## src/rtl/core/ctep_pkg.sv

```systemverilog
// Shared constants and types for the circle edge point block.
// No dependencies; imported by ctep_cell and the top level.
package ctep_pkg;

    localparam int RADIUS_W        = 12;
    localparam int RADIUS_RESET    = 320;
    localparam int VEC_SCALE_SHIFT = 24;
    localparam int GAIN_SHIFT      = 30;
    // Inverse CORDIC gain 1/K in Q30.
    localparam logic [GAIN_SHIFT-1:0] INV_GAIN_Q30 = 30'd652032874;

    // Per-item control that travels along the cell chain.
    typedef struct packed {
        logic valid;
        logic flip;
        logic coincident;
    } t_ctl;

endpackage

```

## src/rtl/core/ctep_cell.sv

```systemverilog
// One CORDIC cell: a vectoring step and the matching rotation step of one index.
// Depends on ctep_pkg for the control struct.
module ctep_cell import ctep_pkg::*; #(
    parameter int CW    = 16,
    parameter int VW    = 44,
    parameter int RW    = 45,
    parameter int STAGE = 0
) (
    input  logic                 i_clk,
    input  logic                 i_rst_n,
    input  t_ctl                 i_ctl,
    output logic                 o_ready,
    input  logic signed [VW-1:0] i_vx,
    input  logic signed [VW-1:0] i_vy,
    input  logic signed [RW-1:0] i_rx,
    input  logic signed [RW-1:0] i_ry,
    input  logic signed [CW-1:0] i_cx,
    input  logic signed [CW-1:0] i_cy,
    output t_ctl                 o_ctl,
    input  logic                 i_ready,
    output logic signed [VW-1:0] o_vx,
    output logic signed [VW-1:0] o_vy,
    output logic signed [RW-1:0] o_rx,
    output logic signed [RW-1:0] o_ry,
    output logic signed [CW-1:0] o_cx,
    output logic signed [CW-1:0] o_cy
);

    t_ctl                 r_ctl;
    logic signed [VW-1:0] r_vx, r_vy, n_vx, n_vy;
    logic signed [RW-1:0] r_rx, r_ry, n_rx, n_ry;
    logic signed [CW-1:0] r_cx, r_cy;
    logic                 dir;

    assign o_ready = !r_ctl.valid || i_ready;

    // The vectoring direction of this step steers the rotation step directly.
    always_comb begin
        dir = !i_vy[VW-1];
        if (dir) begin
            n_vx = i_vx + (i_vy >>> STAGE);
            n_vy = i_vy - (i_vx >>> STAGE);
            n_rx = i_rx - (i_ry >>> STAGE);
            n_ry = i_ry + (i_rx >>> STAGE);
        end else begin
            n_vx = i_vx - (i_vy >>> STAGE);
            n_vy = i_vy + (i_vx >>> STAGE);
            n_rx = i_rx + (i_ry >>> STAGE);
            n_ry = i_ry - (i_rx >>> STAGE);
        end
    end

    always_ff @(posedge i_clk) begin
        if (!i_rst_n) begin
            r_ctl <= '0;
        end else if (o_ready) begin
            r_ctl <= i_ctl;
        end
    end

    always_ff @(posedge i_clk) begin
        if (o_ready && i_ctl.valid) begin
            r_vx <= n_vx;
            r_vy <= n_vy;
            r_rx <= n_rx;
            r_ry <= n_ry;
            r_cx <= i_cx;
            r_cy <= i_cy;
        end
    end

    assign o_ctl = r_ctl;
    assign o_vx  = r_vx;
    assign o_vy  = r_vy;
    assign o_rx  = r_rx;
    assign o_ry  = r_ry;
    assign o_cx  = r_cx;
    assign o_cy  = r_cy;

endmodule

```

## config.mk

```make
export PLATFORM = sky130hd
export DESIGN_NAME = ctep_cell
export DESIGN_NICKNAME = d
export VERILOG_FILES = /design/src/rtl/core/ctep_pkg.sv /design/src/rtl/core/ctep_cell.sv
export SDC_FILE = /design/constraint.sdc
export NUM_CORES = 1
export LEC_CHECK = 0
export BUFFER_PORTS_ARGS = -buffer_cell sky130_fd_sc_hd__buf_2
export CORE_MARGIN = 1
export CORE_UTILIZATION = 50
export CTS_CLUSTER_SIZE = 10
export DETAILED_ROUTE_END_ITERATION = 8
export MAX_ROUTING_LAYER = met4
export PLACE_DENSITY = 0.81
export SLEW_MARGIN = 10
export SYNTH_ARGS = -nofsm -noshare
export SYNTH_HDL_FRONTEND = slang
export SYNTH_SLANG_ARGS = --single-unit
```

## constraint.sdc

```tcl
create_clock -name i_clk -period 24.3 [get_ports i_clk]
set_input_delay 1.215 -clock i_clk [delete_from_list [all_inputs] [get_ports i_clk]]
set_output_delay 1.215 -clock i_clk [all_outputs]
set_load 0.03 [all_outputs]
```

==> metrics, run 1 <==
Pleak=11.6 nW; Longest Clk Path Bufs=3; fin util=0.584; layout cell share with drive strength beyond 1=0.176; clk_lat worst skew=0.58 ns; commonest non-fill, non-tap cells in the layout=buf_2, a21oi_1, ha_1; Peak Freq=218 MHz; commonest non-fill, non-tap cell in the layout=buf_2; routability congestion estimate=1.08; placed cell areas=25100 um2; Cell Area, Synth=22600 um2; Least-Margin Pin Slew=0.989 ns; Die X=215 um; Hold Crit Depth=2; setup ws final=19.70 ns; Largest delay share family, worst path=compound AO/OA/AOI/OAI gates; Initial Util=0.509; CP max-delay cell=a221oi_2; total number of vias=22600; ys flop type=edfxtp_1; # rows=77; Final Slew Violations=0; Starting DRT DRC Count=2581; hold crit path type=reg2reg; Yosys cell types=94; Die ar.=46100 um2; Max-cap violations=0; Rel. slew slack=0.341; IR drop worst, VDD=0.0537 mV; CTS resizes=0; Layout Nets=3546; Worst-path clk slew=0.07 ns; synthesized flop and latch total=211; GRT Total Usage=0.344; DPL Wire Length=64000 um; Post-synth EDFFs=208; CP Launch Type=input pin; Crit Path Class=in2reg; largest net degree at the start of global routing=90; CTS H-Tree Depth=1; worst path bufs/invs=2; first-pass GRT wire length=122000 um; chip height=215 um; vias per inst=6.17; Num CTS Buffers=27; clock sink count=211; gr ovfl total=0; Root Buffer=clkbuf_16; Core ar.=44400 um2; DRC Markers=0; initial antenna violation count=12; num ports=430; critical path arrival=4.91 ns; synth warn=0; Cell Pwr Density=58.5 nW/um2; Crit path depth=13; RSZ-0062 raised after global routing=false; Hold WS=0.558 ns; period utilization=0.189; maximum fanout along the worst path=9; final WL=80500 um; register area share after synthesis=0.279; syn nets=3199; Synth Instances=2701; post-detailed-route wirelength per cell=21.9 um; Fin Setup TNS=0 ns; Detail Route Antenna Nets=0; TritonCTS clock tree=built; drt first pass iters=6; I/O Buffers=429; Hold Buf Count CTS=0; Avg Inst Size Synth=8.37 um2; pre-CTS setup slack=19.25 ns; vias in the first global route=21200; fin area=25900 um2; status=finished, final reports clean; CP max stage delay=0.52 ns; post-layout minimum cycle time=4.60 ns; # setup viols final=0; Synth async-reset ratio=0; critical path capture point type=flip-flop; Layout area overhead=14.6%; Final Skew=0.0127 ns; Post-CTS Setup Repair Bufs=0; Hold Fails Final Rpt=0; CP Cell Sequence=buf_2 > inv_1 > ha_1 > nor2b_1 > o2111ai_1 > a31oi_1 > a221oi_2 > o21ai_0 > nand2_1 > o211ai_1 > a2111oi_0 > a21oi_1 > xnor2_1; Worst Path Required=24.61 ns; R2R depth=4; fillers=4037
logic make-up after synthesis:
family / after synthesis / synth area share
compound gates: 970 / 0.270
simple gates: 623 / 0.136
buf+inv: 395 / 0.0694
fa+ha+maj: 282 / 0.158
flops: 211 / 0.279
xor+xnor: 171 / 0.0662
mux: 49 / 0.0218
cell type report:
type	count	area [um2]	share of cell area
Multi-Input combinational cell	2095	14700	0.569
Sequential cell	211	6310	0.243
Clock inverter	8	108	0.00415
Antenna cell	11	27.5	0.00106
Tap cell	592	741	0.0286
Inverter	273	1040	0.0400
Clock buffer	40	724	0.0279
Timing Repair Buffer	440	2240	0.0862
routing by layer:
metal / vias to the layer above / GRT usage / share of wire
met1: 10700 / 0.450 / 0.41
met4: 0 / 0.128 / 0.041
met3: 213 / 0.0414 / 0.092
met5: - / - / 0
met2: 1346 / 0.546 / 0.46
li1: 10400 / - / -
Yosys cell counts (all sizes together) (10+ instances only):
cell type / number / area [um2]
or3: 13 / 96.3
xor2: 11 / 96.3
o21a: 23 / 180
a21oi: 382 / 1920
nand2: 146 / 548
a211oi: 29 / 233
a31oi: 28 / 181
nor4: 30 / 224
nand4: 39 / 265
o41ai: 10 / 106
ha: 276 / 3450
buf: 48 / 256
edfxtp: 208 / 6250
nor2: 201 / 754
inv: 264 / 1000
o21ai: 199 / 996
nor3: 57 / 285
o21bai: 82 / 616
o211ai: 24 / 195
xnor2: 160 / 1400
a21o: 70 / 526
nor2b: 33 / 206
nand3: 33 / 165
mux2i: 47 / 470
nand2b: 24 / 150
o31ai: 25 / 208
clkbuf: 74 / 278
path summary, 6_finish.rpt:
check	from	endpoint	slack, ns
worst max register to register	o_ctl[2]$_SDFFE_PN0N_	o_vy[30]$_DFFE_PP_	21.89
worst min register to register	o_ctl[1]$_SDFFE_PN0N_	o_ctl[1]$_SDFFE_PN0N_	0.56
worst max-delay path	i_rx[2]	o_rx[44]$_DFFE_PP_	19.70
worst min-delay path	o_ctl[1]$_SDFFE_PN0N_	o_ctl[1]$_SDFFE_PN0N_	0.56
worst min-delay path: stages, from the launching register on:
cell and delay (ns):
dfxtp_1 0.32, mux2i_1 0.13, nor2b_1 0.06
through the flow:
step | total power [mW] | instances
after global placement | 1.12 | 3611
after detailed placement | 1.12 | 3611
after CTS | 1.51 | 3659
final | 1.52 | 3670
after floorplan | 0.929 | 2701
after global routing | 1.58 | 3669
power by group:
part	leakage (nW)	internal, mW	switching, mW
logic	9.11	0.205	0.437
registers	2.04	0.468	0.0174
clock network	0.404	0.227	0.162
total	11.6	0.901	0.616
flip-flops by register name, indices dropped and copies added, names as in the netlist:
name and cells:
o_rx 45, o_vy 44, o_ry 44, o_ctl 3, o_cx 16, o_vx 43, o_cy 16
(Power assumes the default switching activity.)
==> inputs of run 2 (changes only) <==
Clock period 24.3 ns to 4.8 ns, I/O delays scaled along.
==> metrics, run 2 (synthesis gave the netlist of run 1 again) <==
# setup viols final=0 (unchanged); routability congestion estimate=1.06 (-1.0%); Rel. slew slack=0.306 (-0.0341); I/O Buffers=429 (unchanged); Largest delay share family, worst path=compound AO/OA/AOI/OAI gates; Detail Route Antenna Nets=0 (unchanged); post-detailed-route wirelength per cell=22.4 um (+2.1%); drt first pass iters=6 (unchanged); Flop pwr share=0.316 (-0.004); switching share of total power=0.411 (+0.00518); total number of vias=23000 (+1.6%); Hold Startpoint=i_vy[0]; Met2 Wirelength=37900 um (+2.8%); Fin Setup TNS=0 ns (unchanged); vias per inst=6.19 (+0.33%); CP Launch Type=input pin; first-pass GRT wire length=126000 um (+4.0%); max reg flops=45 (unchanged); Die ar.=46100 um2 (unchanged); largest net degree at the start of global routing=130 (+44%); post-layout minimum cycle time=3.57 ns; total power=7.79 mW (+410%); hold crit path type=in2reg; Max-cap violations=0 (unchanged); chip height=215 um (unchanged); initial antenna violation count=13 (+1); Final Skew=0.0178 ns (+0.00518 ns); status=finished, final reports clean; Peak Freq=280 MHz; Num CTS Buffers=27 (unchanged); met3 wire len=8230 um (+11%); gr ovfl total=0 (unchanged); Hold WS=0.109 ns (-0.449 ns); Final Slew Violations=0 (unchanged); Crit Path Class=in2reg; Worst Path Required=5.12 ns (-19.49 ns); IR drop worst, VDD=0.264 mV (+390%); Root Buffer=clkbuf_16; Starting DRT DRC Count=2632 (+2.0%); Die X=215 um (unchanged); Core ar.=44400 um2 (unchanged); # rows=77 (unchanged); Combinational Power Share=0.424 (about the same); DRC Markers=0 (unchanged); vias in the first global route=21900 (+3.7%); CP max-delay cell=a221oi_2; clock group share of total power=0.260 (+0.004); Least-Margin Pin Slew=1.04 ns (+0.0512 ns); layout cell share with drive strength beyond 1=0.176 (-0.000505); num ports=430 (unchanged); wl on met1=33200 um (+0.74%); Worst-path clk slew=0.06 ns (about the same); CP Cell Sequence=buf_2 > inv_1 > ha_1 > nor2b_1 > o2111ai_1 > a31oi_1 > a221oi_2 > o21ai_0 > nand2_1 > o211ai_1 > a2111oi_0 > a21oi_1 > xnor2_1; FF-to-FF End=o_vy[35]$_DFFE_PP_; Hold Path Sink=o_vy[0]$_DFFE_PP_; commonest non-fill, non-tap cells in the layout=buf_2, a21oi_1, ha_1; Cell Pwr Density=295 nW/um2 (+400%); CP max stage delay=0.53 ns (about the same); TritonCTS clock tree=built; Top Metal Used=met4; GRT Total Usage=0.358 (+0.0142); clock sink count=211 (unchanged); CTS H-Tree Depth=1 (unchanged); final WL=83100 um (+3.3%); Longest Clk Path Bufs=3 (unchanged); R2R depth=4 (unchanged); RSZ-0062 raised after global routing=false; Power Internal=4.59 mW (+410%); worst path bufs/invs=2 (unchanged); Worst R2R Start=o_ctl[2]$_SDFFE_PN0N_; DPL Wire Length=64000 um (-0.12%); Layout Nets=3590 (+1.2%); clk_lat worst skew=0.59 ns (about the same); Pleak=11.7 nW (+1.6%); maximum fanout along the worst path=9 (unchanged); Hold Fails Final Rpt=0 (unchanged); critical path arrival=3.90 ns (-1.01 ns); commonest non-fill, non-tap cell in the layout=buf_2; critical path capture point type=flip-flop; Post-CTS Setup Repair Bufs=0 (unchanged); sw power=3.20 mW (+420%); Layout area overhead=16.6%; R2R Setup Slk=2.55 ns (-19.34 ns); Hold Crit Depth=3 (+1); Initial Util=0.509 (unchanged); period utilization=0.744
[run 2: cell types whose count changed in the layout (fill, tap and decap cells not counted), sizes merged]
cell / change
buf: +6
clkinv: -3
clkinvlp: +2
dlygate4sd3: +38
diode: +2
[run 2: worst register-to-register path, delay by kind of cell (launching register included)]
kind                   cells  cell delay, ns
buffers and inverters      2            1.06
AND/OR/NAND/NOR            2            0.42
flip-flops                 1            0.33
[run 2: worst max-delay path by stage]
stage | end | depth (start not counted) | startpoint
5_1_grt | o_rx[44]$_DFFE_PP_ | 13 | i_rx[2]
2_1_floorplan | o_cx[0]$_DFFE_PP_ | 2 | o_ctl[2]$_SDFFE_PN0N_
4_1_cts | o_rx[44]$_DFFE_PP_ | 13 | i_rx[2]
3_3_place_gp | o_rx[44]$_DFFE_PP_ | 13 | i_rx[2]
6_report | o_rx[44]$_DFFE_PP_ | 13 | i_rx[2]
3_5_place_dp | o_rx[44]$_DFFE_PP_ | 13 | i_rx[2]
[run 2: layer usage]
metal	global-route usage	vias to the layer above
met3	0.0565	257
met2	0.570	1522
li1	-	10500
met4	0.150	0
met1	0.453	10700
met5	-	-
[run 2: area by class of cell]
type	count	area, um2
Fill cell	4024	18000
Inverter	273	1040
Tap cell	592	741
Clock buffer	40	724
Clock inverter	7	105
Sequential cell	211	6310
Multi-Input combinational cell	2095	14700
Antenna cell	13	32.5
Timing Repair Buffer	484	2670
[run 2: power by group through the flow]
stage                     sequential, mW  combinational [mW]  clock, mW
final                               2.46                3.31       2.02
after global routing                2.47                3.51       2.12
after detailed placement            2.48                3.17          0
after CTS                           2.45                3.22       2.01
after global placement              2.48                3.18          0
after floorplan                     2.94                1.73          0
[run 2: through the flow]
step                      utilization  instance area, um2  instances  setup WS [ns]
final                           0.594               26400       3715           1.23
after global routing            0.594               26400       3713           1.18
after detailed placement        0.566               25100       3617          0.783
after floorplan                     -               22600       2701          0.618
after global placement          0.566               25100       3617          0.783
after CTS                       0.593               26300       3702           1.39
[run 2: repair_timing]
item	4_1_cts	5_1_grt
hold buffers	38	0
gates resized for setup	0	0
endpoints found under the hold margin	37	0
